===== config.mk =====
export PLATFORM = sky130hd
export DESIGN_NAME = joystick_dead_zone_direction_top
export DESIGN_NICKNAME = d
export VERILOG_FILES = /design/src/rtl/jdzd_pkg.sv /design/src/rtl/joystick_dead_zone_direction_top.sv
export SDC_FILE = /design/constraint.sdc
export NUM_CORES = 1
export LEC_CHECK = 0
export BUFFER_PORTS_ARGS = -buffer_cell sky130_fd_sc_hd__buf_4
export CORE_ASPECT_RATIO = 1.2
export CORE_MARGIN = 1
export CORE_UTILIZATION = 59
export DETAILED_ROUTE_END_ITERATION = 12
export PLACE_DENSITY = 0.77
export SLEW_MARGIN = 5
export SYNTH_ARGS = -nofsm -noshare
export SYNTH_HDL_FRONTEND = slang
export SYNTH_SLANG_ARGS = --single-unit

===== constraint.sdc =====
create_clock -name clk -period 37.7 [get_ports clk]
set_clock_uncertainty 0.15 [all_clocks]
set_input_delay 5.655 -clock clk [delete_from_list [all_inputs] [get_ports clk]]
set_output_delay 5.655 -clock clk [all_outputs]
set_load 0.005 [all_outputs]

===== src/rtl/jdzd_pkg.sv =====
// Shared constants, types and axis arithmetic for the joystick dead-zone direction block.
package jdzd_pkg;

  localparam int SAMPLE_BITS  = 12;
  localparam int GAIN_BITS    = 16;
  localparam int GAIN_SHIFT   = 16;
  localparam int PERCENT_BITS = 7;
  localparam int DIR_BITS     = 3;
  localparam int CFG_IDX_BITS = 3;
  localparam int CFG_DATA_BITS = (GAIN_BITS > SAMPLE_BITS) ? GAIN_BITS : SAMPLE_BITS;

  localparam int PROD_BITS = SAMPLE_BITS + GAIN_BITS;
  localparam int PCT_BITS  = PROD_BITS - GAIN_SHIFT;
  localparam int CMP_BITS  = (PCT_BITS > PERCENT_BITS) ? PCT_BITS : PERCENT_BITS;

  localparam int IN_DATA_BITS  = ((2 * SAMPLE_BITS + 7) / 8) * 8;
  localparam int OUT_FIELD_BITS = DIR_BITS + PERCENT_BITS + 1;
  localparam int OUT_DATA_BITS = ((OUT_FIELD_BITS + 7) / 8) * 8;

  localparam logic [PERCENT_BITS-1:0] PERCENT_MAX = PERCENT_BITS'(100);

  typedef enum logic [DIR_BITS-1:0] {
    DIR_CENTER = 3'd0,
    DIR_UP     = 3'd1,
    DIR_DOWN   = 3'd2,
    DIR_LEFT   = 3'd3,
    DIR_RIGHT  = 3'd4
  } dir_t;

  typedef enum logic [CFG_IDX_BITS-1:0] {
    CFG_X_REST      = 3'd0,
    CFG_Y_REST      = 3'd1,
    CFG_X_GAIN_ABV  = 3'd2,
    CFG_X_GAIN_BLW  = 3'd3,
    CFG_Y_GAIN_ABV  = 3'd4,
    CFG_Y_GAIN_BLW  = 3'd5,
    CFG_DEAD_ZONE   = 3'd6,
    CFG_ACT_MARGIN  = 3'd7
  } cfg_idx_t;

  localparam logic [SAMPLE_BITS-1:0]  RST_X_REST     = SAMPLE_BITS'(2265);
  localparam logic [SAMPLE_BITS-1:0]  RST_Y_REST     = SAMPLE_BITS'(2231);
  localparam logic [GAIN_BITS-1:0]    RST_X_GAIN_ABV = GAIN_BITS'(4369);
  localparam logic [GAIN_BITS-1:0]    RST_X_GAIN_BLW = GAIN_BITS'(3855);
  localparam logic [GAIN_BITS-1:0]    RST_Y_GAIN_ABV = GAIN_BITS'(3676);
  localparam logic [GAIN_BITS-1:0]    RST_Y_GAIN_BLW = GAIN_BITS'(4096);
  localparam logic [PERCENT_BITS-1:0] RST_DEAD_ZONE  = PERCENT_BITS'(5);
  localparam logic [PERCENT_BITS-1:0] RST_ACT_MARGIN = PERCENT_BITS'(50);

  typedef struct packed {
    logic [PERCENT_BITS-1:0] percent;
    dir_t                    dir;
  } axis_t;

  function automatic axis_t axis_eval(
    input logic [SAMPLE_BITS-1:0]  sample,
    input logic [SAMPLE_BITS-1:0]  rest,
    input logic [GAIN_BITS-1:0]    gain_above,
    input logic [GAIN_BITS-1:0]    gain_below,
    input logic [PERCENT_BITS-1:0] dead_zone,
    input dir_t                    below_dir,
    input dir_t                    above_dir
  );
    logic [SAMPLE_BITS-1:0] distance;
    logic [GAIN_BITS-1:0]   gain;
    logic [PROD_BITS-1:0]   prod;
    logic [CMP_BITS-1:0]    pct;
    axis_t                  res;
    distance = (sample > rest) ? (sample - rest) : (rest - sample);
    gain = (sample > rest) ? gain_above : gain_below;
    prod = PROD_BITS'(distance) * PROD_BITS'(gain);
    pct  = CMP_BITS'(prod[PROD_BITS-1:GAIN_SHIFT]);
    if (pct <= CMP_BITS'(dead_zone)) begin
      res.percent = '0;
      res.dir     = DIR_CENTER;
    end else if (pct > CMP_BITS'(PERCENT_MAX)) begin
      res.percent = PERCENT_MAX;
      res.dir     = (sample < rest) ? below_dir : above_dir;
    end else begin
      res.percent = PERCENT_BITS'(pct);
      res.dir     = (sample < rest) ? below_dir : above_dir;
    end
    return res;
  endfunction

endpackage


===== src/rtl/joystick_dead_zone_direction_top.sv =====
// Top level of the joystick dead-zone direction block.
// Each request is one X/Y sample pair with a mode flag and yields one result. A request is
// registered on entry, then combinational logic (one 12x16 multiply per axis, dead-zone
// compare, clamp, held-direction update) loads the result register. One request can enter
// every cycle unless m_tready stalls the output. Navigate mode reports the held navigate
// direction with y_percent and increment_up at 0; test mode reports the held X test
// direction, the Y percent and whether Y points up. Write configuration only while idle.
module joystick_dead_zone_direction_top (
  input  logic                                 clk,
  input  logic                                 rst,
  input  logic                                 s_tvalid,
  output logic                                 s_tready,
  // x_sample, y_sample
  input  logic [jdzd_pkg::IN_DATA_BITS-1:0]    s_tdata,
  // action
  input  logic                                 s_tuser,
  output logic                                 m_tvalid,
  input  logic                                 m_tready,
  // direction, y_percent, increment_up, zero fill
  output logic [jdzd_pkg::OUT_DATA_BITS-1:0]   m_tdata,
  input  logic                                 cfg_we,
  input  logic [jdzd_pkg::CFG_IDX_BITS-1:0]    cfg_index,
  input  logic [jdzd_pkg::CFG_DATA_BITS-1:0]   cfg_data
);
  import jdzd_pkg::*;

  logic [SAMPLE_BITS-1:0]  x_rest_offset;
  logic [SAMPLE_BITS-1:0]  y_rest_offset;
  logic [GAIN_BITS-1:0]    x_gain_above;
  logic [GAIN_BITS-1:0]    x_gain_below;
  logic [GAIN_BITS-1:0]    y_gain_above;
  logic [GAIN_BITS-1:0]    y_gain_below;
  logic [PERCENT_BITS-1:0] dead_zone_percent;
  logic [PERCENT_BITS-1:0] act_threshold;

  logic                    in_valid;
  logic                    in_action;
  logic [SAMPLE_BITS-1:0]  in_x;
  logic [SAMPLE_BITS-1:0]  in_y;

  logic                    out_valid;
  dir_t                    out_direction;
  logic [PERCENT_BITS-1:0] out_y_percent;
  logic                    out_increment_up;

  dir_t                    held_direction;
  dir_t                    held_direction_next;
  dir_t                    held_test_direction;
  dir_t                    held_test_direction_next;

  axis_t                   x_axis;
  axis_t                   y_axis;
  logic                    advance;

  assign advance  = in_valid && (!out_valid || m_tready);
  assign s_tready = !in_valid || advance;
  assign m_tvalid = out_valid;
  assign m_tdata  = OUT_DATA_BITS'({out_increment_up, out_y_percent, out_direction});

  always_ff @(posedge clk) begin
    if (rst) begin
      x_rest_offset     <= RST_X_REST;
      y_rest_offset     <= RST_Y_REST;
      x_gain_above      <= RST_X_GAIN_ABV;
      x_gain_below      <= RST_X_GAIN_BLW;
      y_gain_above      <= RST_Y_GAIN_ABV;
      y_gain_below      <= RST_Y_GAIN_BLW;
      dead_zone_percent <= RST_DEAD_ZONE;
      act_threshold     <= RST_ACT_MARGIN;
    end else if (cfg_we) begin
      case (cfg_idx_t'(cfg_index))
        CFG_X_REST:     x_rest_offset     <= cfg_data[SAMPLE_BITS-1:0];
        CFG_Y_REST:     y_rest_offset     <= cfg_data[SAMPLE_BITS-1:0];
        CFG_X_GAIN_ABV: x_gain_above      <= cfg_data[GAIN_BITS-1:0];
        CFG_X_GAIN_BLW: x_gain_below      <= cfg_data[GAIN_BITS-1:0];
        CFG_Y_GAIN_ABV: y_gain_above      <= cfg_data[GAIN_BITS-1:0];
        CFG_Y_GAIN_BLW: y_gain_below      <= cfg_data[GAIN_BITS-1:0];
        CFG_DEAD_ZONE:  dead_zone_percent <= cfg_data[PERCENT_BITS-1:0];
        CFG_ACT_MARGIN: act_threshold     <= cfg_data[PERCENT_BITS-1:0];
        default: ;
      endcase
    end
  end

  // Input register
  always_ff @(posedge clk) begin
    if (rst) begin
      in_valid <= 1'b0;
    end else if (s_tready) begin
      in_valid <= s_tvalid;
    end
  end

  always_ff @(posedge clk) begin
    if (s_tvalid && s_tready) begin
      in_action <= s_tuser;
      in_x      <= s_tdata[SAMPLE_BITS-1:0];
      in_y      <= s_tdata[2*SAMPLE_BITS-1:SAMPLE_BITS];
    end
  end

  always_comb begin
    x_axis = axis_eval(in_x, x_rest_offset, x_gain_above, x_gain_below,
                       dead_zone_percent, DIR_RIGHT, DIR_LEFT);
    y_axis = axis_eval(in_y, y_rest_offset, y_gain_above, y_gain_below,
                       dead_zone_percent, DIR_UP, DIR_DOWN);
  end

  always_comb begin
    held_direction_next      = held_direction;
    held_test_direction_next = held_test_direction;
    if (!in_action) begin
      if (x_axis.percent >= act_threshold || y_axis.percent >= act_threshold ||
          (x_axis.percent == '0 && y_axis.percent == '0)) begin
        held_direction_next = (x_axis.percent >= y_axis.percent) ? x_axis.dir : y_axis.dir;
      end
    end else begin
      if (x_axis.percent >= act_threshold || x_axis.percent == '0) begin
        held_test_direction_next = x_axis.dir;
      end
    end
  end

  always_ff @(posedge clk) begin
    if (rst) begin
      held_direction      <= DIR_CENTER;
      held_test_direction <= DIR_CENTER;
    end else if (advance) begin
      held_direction      <= held_direction_next;
      held_test_direction <= held_test_direction_next;
    end
  end

  // Result register
  always_ff @(posedge clk) begin
    if (rst) begin
      out_valid <= 1'b0;
    end else if (advance) begin
      out_valid <= 1'b1;
    end else if (m_tready) begin
      out_valid <= 1'b0;
    end
  end

  always_ff @(posedge clk) begin
    if (advance) begin
      if (!in_action) begin
        out_direction    <= held_direction_next;
        out_y_percent    <= '0;
        out_increment_up <= 1'b0;
      end else begin
        out_direction    <= held_test_direction_next;
        out_y_percent    <= y_axis.percent;
        out_increment_up <= (y_axis.dir == DIR_UP);
      end
    end
  end

  a_hold_when_idle: assert property (@(posedge clk) disable iff (rst)
    !advance |=> $stable(held_direction) && $stable(held_test_direction))
    else $error("held direction changed without a request");

  a_up_not_centered: assert property (@(posedge clk) disable iff (rst)
    out_valid && out_increment_up |-> out_y_percent != '0)
    else $error("increment_up set with zero Y percent");

  a_percent_clamped: assert property (@(posedge clk) disable iff (rst)
    out_valid |-> out_y_percent <= PERCENT_MAX)
    else $error("Y percent above clamp");

  a_full_blocks_input: assert property (@(posedge clk) disable iff (rst)
    in_valid && !advance |-> !s_tready)
    else $error("input taken while input register is held");

endmodule

## After elaboration in Yosys (flattened, before gate mapping)

Index checks and enable logic that the tools add are counted.

| word-level totals | value |
|---|---|
| register bits after elaboration | 146 |
| bits of input ports | 49 |

| operators by class | value |
|---|---|
| add/sub/neg operators | 4 |
| multipliers | 2 |
| order comparisons | 11 |
| eq/ne operators | 8 |
| mux-type cells | 18 |
| reduce and logical (&&, ||, !) cells | 22 |

Operators by type and width:

| operator | number |
|---|---|
| $mul A12 B16 Y28 | 2 |
| $sub A12 B12 Y12 | 4 |
| $mux W10 | 4 |
| $mux W16 | 2 |
| $gt A12 B12 Y1 | 2 |
| $gt A12 B7 Y1 const B | 2 |
| $le A12 B7 Y1 | 2 |
| $lt A12 B12 Y1 | 2 |
| $mux W12 | 2 |
| $ge A7 B7 Y1 | 3 |
| $mux W3 | 7 |
| $reduce_and A2 Y1 | 8 |
| $logic_not A7 Y1 | 2 |
| $eq A3 B3 Y1 const B | 4 |
| $eq A3 B1 Y1 const B | 2 |
| $eq A3 B2 Y1 const B | 2 |
| $logic_or A1 B1 Y1 | 5 |
| $logic_and A1 B1 Y1 | 3 |
| $logic_not A3 Y1 | 1 |
| $logic_not A1 Y1 | 2 |
| $mux W1 | 2 |
| $mux W2 | 1 |
| $reduce_bool A2 Y1 | 1 |

## Depth between registers and ports, before layout

Gate-level depths: netlist of the first run.

| depth | value |
|---|---|
| depth in word-level cells | 12 |
| depth in mapped cells | 61 |
| depth with buffers taken out | 58 |

## Worst setup path after synthesis of the first run

Ideal clock, no wire load.

| timing path | value |
|---|---|
| path type | register -> register |
| start | register in_x[7] |
| end | register out_direction[0] (data pin) |
| data arrival time | 11.448 ns |
| data required time | 37.289 ns |
| setup slack | 25.842 ns |
| cell stages (with the launch flop) | 55 |
| buffers on the path | 2 |
| cell sequence | edfxtp_1 > ha_1 > buf_2 > nand4_1 > or4_1 > and2_4 > o21ai_0 > o311a_1 > o21ai_1 > a221oi_1 > o2111ai_1 > and3_1 > clkbuf_1 > a311o_1 > xnor2_1 > nor2_1 > fa_1 > fa_1 > [... 19 more ...] > a21oi_1 > nor2b_1 > o22a_1 > o211ai_1 > or2_2 > ha_1 > nand2b_1 > a21o_1 > a21o_1 > a21oi_1 > nor2b_1 > o21ai_0 > nand2b_1 > a21o_1 > a211oi_1 > o41ai_4 > or3_1 > o311a_1 |

| between the ends | value |
|---|---|
| cells in the longest elaborated chain, start to end | 12 |
| elaborated cells on any way between the ends | 25 |
| classes of those cells | add/sub: 2; mul: 1; order compare: 6; mux: 11; reduce/logical: 5 |

Ends and longest elaborated chain:

| what | RTL line | RTL |
|---|---|---|
| from (decl) | joystick_dead_zone_direction_top.sv:38 | `logic [SAMPLE_BITS-1:0] in_x;` |
| from (signal assigned) | joystick_dead_zone_direction_top.sv:97 | `in_x <= s_tdata[SAMPLE_BITS-1:0];` |
| $sub A12 B12 Y12 / $gt A12 B12 Y1 (equally long branches) | jdzd_pkg.sv:69, jdzd_pkg.sv:70 |  |
| $mux W12 / $mux W16 (equally long branches) | jdzd_pkg.sv:69, jdzd_pkg.sv:70 |  |
| $mul A12 B16 Y28 | jdzd_pkg.sv:71 | `prod = PROD_BITS'(distance) * PROD_BITS'(gain);` |
| $gt A12 B7 Y1 | jdzd_pkg.sv:76 | `end else if (pct > CMP_BITS'(PERCENT_MAX)) begin` |
| $mux W10 | jdzd_pkg.sv:76 |  |
| $mux W10 * | jdzd_pkg.sv:73 | `if (pct <= CMP_BITS'(dead_zone)) begin` |
| $ge A7 B7 Y1 / $logic_not A7 Y1 (equally long branches) | joystick_dead_zone_direction_top.sv:113, joystick_dead_zone_direction_top.sv:118, joystick_dead_zone_direction_top.sv:114 |  |
| $logic_or A1 B1 Y1 / $logic_and A1 B1 Y1 (equally long branches) | joystick_dead_zone_direction_top.sv:113, joystick_dead_zone_direction_top.sv:114 |  |
| $logic_or A1 B1 Y1 | joystick_dead_zone_direction_top.sv:113 | `if (x_axis.percent >= act_threshold \|\| y_axis.percent >= act_threshold \|\|` |
| $mux W3 | joystick_dead_zone_direction_top.sv:113 |  |
| $mux W3 | joystick_dead_zone_direction_top.sv:112 | `if (!in_action) begin` |
| $mux W3 * | joystick_dead_zone_direction_top.sv:147 | `if (!in_action) begin` |
| to (signal assigned) | joystick_dead_zone_direction_top.sv:148 | `out_direction <= held_direction_next;` |
| to (signal assigned) | joystick_dead_zone_direction_top.sv:152 | `out_direction <= held_test_direction_next;` |
| to (decl) | joystick_dead_zone_direction_top.sv:42 | `dir_t out_direction;` |

Every way passes the cells marked *; elsewhere a longest branch is shown, timed or not.
A chain may end at the register's enable or synchronous reset.

==> metrics.txt, run 1 <==
fraction of final layout cells with drive strength greater than 1 6.189%; worst slew margin relative to its limit 17.70%; result of the run finished, final reports clean; cell at the root of the clock tree sky130_fd_sc_hd__clkbuf_16; Synth Area in Compound Gates 11.22%; floorplan die area 36,450 um2; DRT Wirelength 59.26 mm; combined global-route utilization of all metal layers 33.08%; number of gates given a new drive strength after cts 0; count of input and output buffers 61; classification of the worst-slack hold path flip-flop to flip-flop; number of nets in the layout 3,077; Final Cycle Share 38.59%; placeable core region 35,100 um2; cell count after synthesis 2,539; largest family of logic cells by synthesized area adder cells; Area growth, synth to finish 6.555%; wire length per cell 19.66 um; max-cap check violation count 0; insertion delay to the later sink of the worst-skew pair 0.45 ns; share of the yosys chip area belonging to registers 15.59%; most instantiated library cell after synthesis sky130_fd_sc_hd__nand2_1; mean area per synthesized cell 8.292 um2; drt via density 5.858; hold_buf cts 0; Setup crit start kind flip-flop; critical path start-end classification flip-flop to flip-flop; total I/O pin count 67; CTS HTree Levels 4; placement-stage worst setup slack 23.32 ns; Setup violations, final 0; critical path's slowest cell sky130_fd_sc_hd__a221oi_1; biggest area consumer among synthesized cells sky130_fd_sc_hd__fa_1; Die H 208.9 um; Die W 174.4 um; count of nets left with antenna violations after detail routing 0; number of global-route vias before repair 18,287; number of search-and-repair iterations in the first detailed-routing pass 5; starting density of the core 59.99%; measured slew at the worst slew-check pin 1.230 ns; top post-synthesis cells by count sky130_fd_sc_hd__nand2_1, sky130_fd_sc_hd__inv_1, sky130_fd_sc_hd__fa_1; data required time at the worst endpoint 37.75 ns; arrival time at the worst endpoint 14.59 ns; minimum period implied by the final worst setup slack 14.55 ns; post-synthesis sequential element count 146; largest cells by area after synthesis sky130_fd_sc_hd__fa_1, sky130_fd_sc_hd__ha_1, sky130_fd_sc_hd__dfxtp_1; routability cong. 1.001; share of flip-flops with an asynchronous set or reset 0%; library cell appearing most often on the critical path sky130_fd_sc_hd__a21o_1; Residual DRC 0; maximum number of pins on one net before global-route repair 103; wire length of the first global-routing pass 92.88 mm; Hold Fails Final Rpt 0; Synth top area share 26.81%; number of distinct standard cells referenced by the synthesized netlist 82; clock transition time at the flip-flop clock pins of the worst setup and hold paths 0.06 ns; setup_tns 0 ns; critical path's largest stage delay 0.76 ns; simple-gate portion of the synthesized area 19.69%; count of antenna diodes in the layout 0; XOR/XNOR Fraction of Synth Area 2.038%; drt initial violations 1,218; count of yosys warnings during synthesis 0; EDFF count, synth 36; setup repair after global routing missed its margin no; Synth Flop Type sky130_fd_sc_hd__dfxtp_1; post-CTS setup-driven buffer insertion count 0; synthesized-area fraction occupied by adder cells 39.00%; final global-route overflow total 0; total vias in the final route 17,663; Fill cells 3,034; maximum buffer depth of the clock tree 2; half-perimeter wire length after placement 48.11 mm; critical path endpoint category flip-flop; proportion of synthesized area in mux cells 2.960%; CTS buffer count 17; row count 75; Max Freq 68.74 MHz; final worst setup slack 23.15 ns; largest fanout of any net on the critical path 32; TritonCTS sink count 146; clock tree from TritonCTS built; antenna violations before repair 0; final count of pins violating max slew 0; Post-Synthesis Cell Area 21,050 um2
==> kinds of logic (layout without fill, tap and decap cells) <==
logic type	Yosys count	in the layout
compound gates	358	358
buf+inv	519	529
other cells	1	5
flops	146	146
simple gates	919	919
mux	60	60
xor+xnor	49	49
fa+ha+maj	487	487
==> layout make-up <==
type / count / area (um2) / share of cell area, %
clock inverters: 14 / 151.4 / 0.6748
repair buffers: 79 / 593.1 / 2.644
flip-flops and latches: 146 / 3283 / 14.63
multi-input cells: 1878 / 15830 / 70.56
inverters: 419 / 1573 / 7.011
well taps: 462 / 578.1 / 2.577
clock buffers: 17 / 425.4 / 1.896
==> layout by cell type, fill, tap and decap left out, drive strengths merged, types with 36 or more instances in the layout <==
| master | synthesis | final |
|---|---|---|
| inv | 419 | 426 |
| and2 | 59 | 59 |
| a21oi | 136 | 136 |
| buf | 21 | 79 |
| mux2i | 42 | 42 |
| ha | 205 | 205 |
| nand2b | 49 | 49 |
| nand2 | 503 | 503 |
| o21ai | 49 | 49 |
| nor2 | 151 | 151 |
| dfxtp | 110 | 110 |
| fa | 282 | 282 |
| edfxtp | 36 | 36 |
==> layer usage <==
layer  vias to the layer above  wire, um  track usage (%)
met3                       205      2946            3.584
met5                         -         0                0
li1                       8103         -                -
met4                         0      3871            21.57
met2                       632     31290            61.18
met1                      8723     21150            35.49
==> path summary, 6_finish.rpt <==
check / slack, ns / startpoint / endpoint / cells after the start
hold / removal: 0.31 / y_gain_below[7] / y_gain_below[7] / 2
setup reg to reg: 23.15 / in_y[7] / out_direction[0] / 50
hold reg to reg: 0.31 / y_gain_below[7] / y_gain_below[7] / 2
setup / recovery: 23.15 / in_y[7] / out_direction[0] / 50
==> per-stage QoR <==
step / util [%] / std cells / hold slack, ns / cell area, um2
global placement: 62.28 / 2984 / 0.2890 / 21860
detailed placement: 62.28 / 2984 / 0.2992 / 21860
floorplan: - / 2543 / 0.2821 / 21070
CTS: 63.92 / 3015 / 0.3092 / 22430
finish: 63.92 / 3015 / 0.3087 / 22430
global route: 63.92 / 3015 / 0.3303 / 22430
==> sequential cells by signal (all words and copies together), names as in the netlist <==
name                 flops
out_increment_up         1
y_gain_below            16
x_rest_offset           12
in_y                    12
in_valid                 1
act_threshold            7
x_gain_below            16
in_x                    12
y_rest_offset           12
x_gain_above            16
out_direction            3
dead_zone_percent        7
m_tvalid                 1
in_action                1
held_direction           3
y_gain_above            16
held_test_direction      3
out_y_percent            7
==> worst max-delay path, delay by kind of cell, from the launching register on <==
| family | cells | cell delay [ns] |
|---|---|---|
| flip-flops | 1 | 0.39 |
| XOR/XNOR | 2 | 0.84 |
| adder cells (fa/ha/maj) | 9 | 3.74 |
| AND/OR/NAND/NOR | 9 | 2.24 |
| buffers and inverters | 3 | 0.17 |
| AO/OA/AOI/OAI | 27 | 6.75 |
Power of run 1 is left out: the tool's default activity adds up to more than one toggle a clock period on the data nets, which glitch-free logic cannot reach.
==> inputs of run 2 (changes only) <==
==> constraint.sdc (replaced) <==
create_clock -name clk -period 14.78 [get_ports clk]
set_clock_uncertainty 0.15 [all_clocks]
set_input_delay 2.217 -clock clk [delete_from_list [all_inputs] [get_ports clk]]
set_output_delay 2.217 -clock clk [all_outputs]
set_load 0.005 [all_outputs]
==> metrics.txt, run 2 (synthesis gave the netlist of run 1 again) <==
result of the run finished, final reports clean; antenna violations before repair 0; routability cong. 1.055; total vias in the final route 17,802; start of the worst register-to-register path in_y[7]; drt via density 5.897; number of cells on the worst reg-to-reg path 50; floorplan die area 36,450 um2; worst slew margin relative to its limit 16.62%; TritonCTS sink count 146; Die W 174.4 um; end point of the critical path out_direction[0]; count of input and output buffers 61; most frequent cells in the layout sky130_fd_sc_hd__nand2_1, sky130_fd_sc_hd__inv_1, sky130_fd_sc_hd__fa_1; total I/O pin count 67; Levels on crit path 50; row count 75; buffers plus inverters on the worst setup path 3; count of nets left with antenna violations after detail routing 0; grt peak-use layer met2; count of antenna diodes in the layout 0; Setup violations, final 0; largest fanout of any net on the critical path 12; maximum number of pins on one net before global-route repair 101; CTS HTree Levels 4; measured slew at the worst slew-check pin 1.246 ns; library cell appearing most often on the critical path sky130_fd_sc_hd__a21o_1; Setup crit start kind flip-flop; cell at the root of the clock tree sky130_fd_sc_hd__clkbuf_16; starting density of the core 59.99%; number of global-route vias before repair 18,667; number of gates given a new drive strength after cts 0; number of search-and-repair iterations in the first detailed-routing pass 5; placement-stage worst setup slack 0.5414 ns; Die H 208.9 um; Residual DRC 0; clock transition time at the flip-flop clock pins of the worst setup and hold paths 0.07 ns; worst setup path startpoint in_y[7]; Max Freq 72.11 MHz; insertion delay to the later sink of the worst-skew pair 0.45 ns; final worst setup slack 0.9114 ns; minimum period implied by the final worst setup slack 13.87 ns; drt initial violations 1,094; wire length of the first global-routing pass 96.54 mm; final count of pins violating max slew 0; commonest non-fill, non-tap cell in the layout sky130_fd_sc_hd__nand2_1; critical path's largest stage delay 0.53 ns; CTS buffer count 17; M3 GR Usage 4.585%; DRT Wirelength 61.79 mm; hold_buf cts 0; Crit path max-delay family compound AO/OA/AOI/OAI gates; combined global-route utilization of all metal layers 34.41%; half-perimeter wire length after placement 49.84 mm; worst hold slack across all endpoints 0.3072 ns; Final Cycle Share 93.83%; number of nets in the layout 3,080; setup_tns 0 ns; max-cap check violation count 0; critical path start-end classification flip-flop to flip-flop; clock tree from TritonCTS built; classification of the worst-slack hold path flip-flop to flip-flop; final global-route overflow total 0; arrival time at the worst endpoint 13.91 ns; Hold Fails Final Rpt 0; Hold Crit Depth 2; Fill cells 3,061; maximum buffer depth of the clock tree 2; global-route track usage on met2 65.39%; placeable core region 35,100 um2; Global Route met1 Usage 35.54%; setup repair after global routing missed its margin no; Area growth, synth to finish 6.662%; critical path's slowest cell sky130_fd_sc_hd__fa_1; post-CTS setup-driven buffer insertion count 0; data required time at the worst endpoint 14.82 ns; Layout Utilization 63.99%; wire length per cell 20.47 um; fraction of final layout cells with drive strength greater than 1 6.492%; Worst R2R Setup Slack 0.91 ns; critical path endpoint category flip-flop; worst reg2reg path endpoint out_direction[0]
==> run 2: cell types whose count changed in the layout (fill, tap and decap cells not counted), sizes merged <==
| cell | before | now |
|---|---|---|
| buf | 79 | 82 |
| inv | 426 | 427 |
| clkinv | 3 | 5 |
| bufinv | 2 | 0 |
==> run 2: worst min-delay path by stage <==
stage,startpoint,end,slack [ns]
after floorplan,x_gain_below[0],x_gain_below[0],0.28
after global placement,x_gain_above[9],x_gain_above[9],0.29
after detailed placement,y_gain_below[11],y_gain_below[11],0.30
after CTS,x_gain_above[6],x_gain_above[6],0.31
after global routing,x_gain_above[6],x_gain_above[6],0.32
final,act_threshold[6],act_threshold[6],0.31
==> run 2: stage by stage <==
| stage | std cells | cell area [um2] |
|---|---|---|
| finish | 3019 | 22460 |
| global route | 3019 | 22460 |
| CTS | 3019 | 22420 |
| detailed placement | 2987 | 21880 |
| global placement | 2987 | 21880 |
| floorplan | 2543 | 21070 |
==> run 2: metal layers <==
| layer | vias to the layer above | part of all wire [%] | wire (um) |
|---|---|---|---|
| li1 | 8116 | - | - |
| met1 | 8764 | 34 | 21200 |
| met2 | 701 | 54 | 33260 |
| met3 | 221 | 5.8 | 3607 |
| met4 | 0 | 6.0 | 3731 |
| met5 | - | 0 | 0 |
==> run 2: worst register-to-register path, delay by kind of cell, from the launching register on <==
family	cells	cell delay (ns)
AO/OA/AOI/OAI	27	6.57
adder cells (fa/ha/maj)	9	3.81
flip-flops	1	0.39
buffers and inverters	3	0.19
XOR/XNOR	2	0.70
AND/OR/NAND/NOR	9	1.82
==> run 2: area by class of cell <==
type | count | area (um2) | area share (%)
Clock buffer | 17 | 425.4 | 1.894
Clock inverter | 15 | 118.9 | 0.5293
Inverter | 419 | 1573 | 7.004
Multi-Input combinational cell | 1878 | 15860 | 70.64
Sequential cell | 146 | 3283 | 14.62
Tap cell | 462 | 578.1 | 2.574
Timing Repair Buffer | 82 | 615.6 | 2.741
Power of run 2 is left out for the same reason.
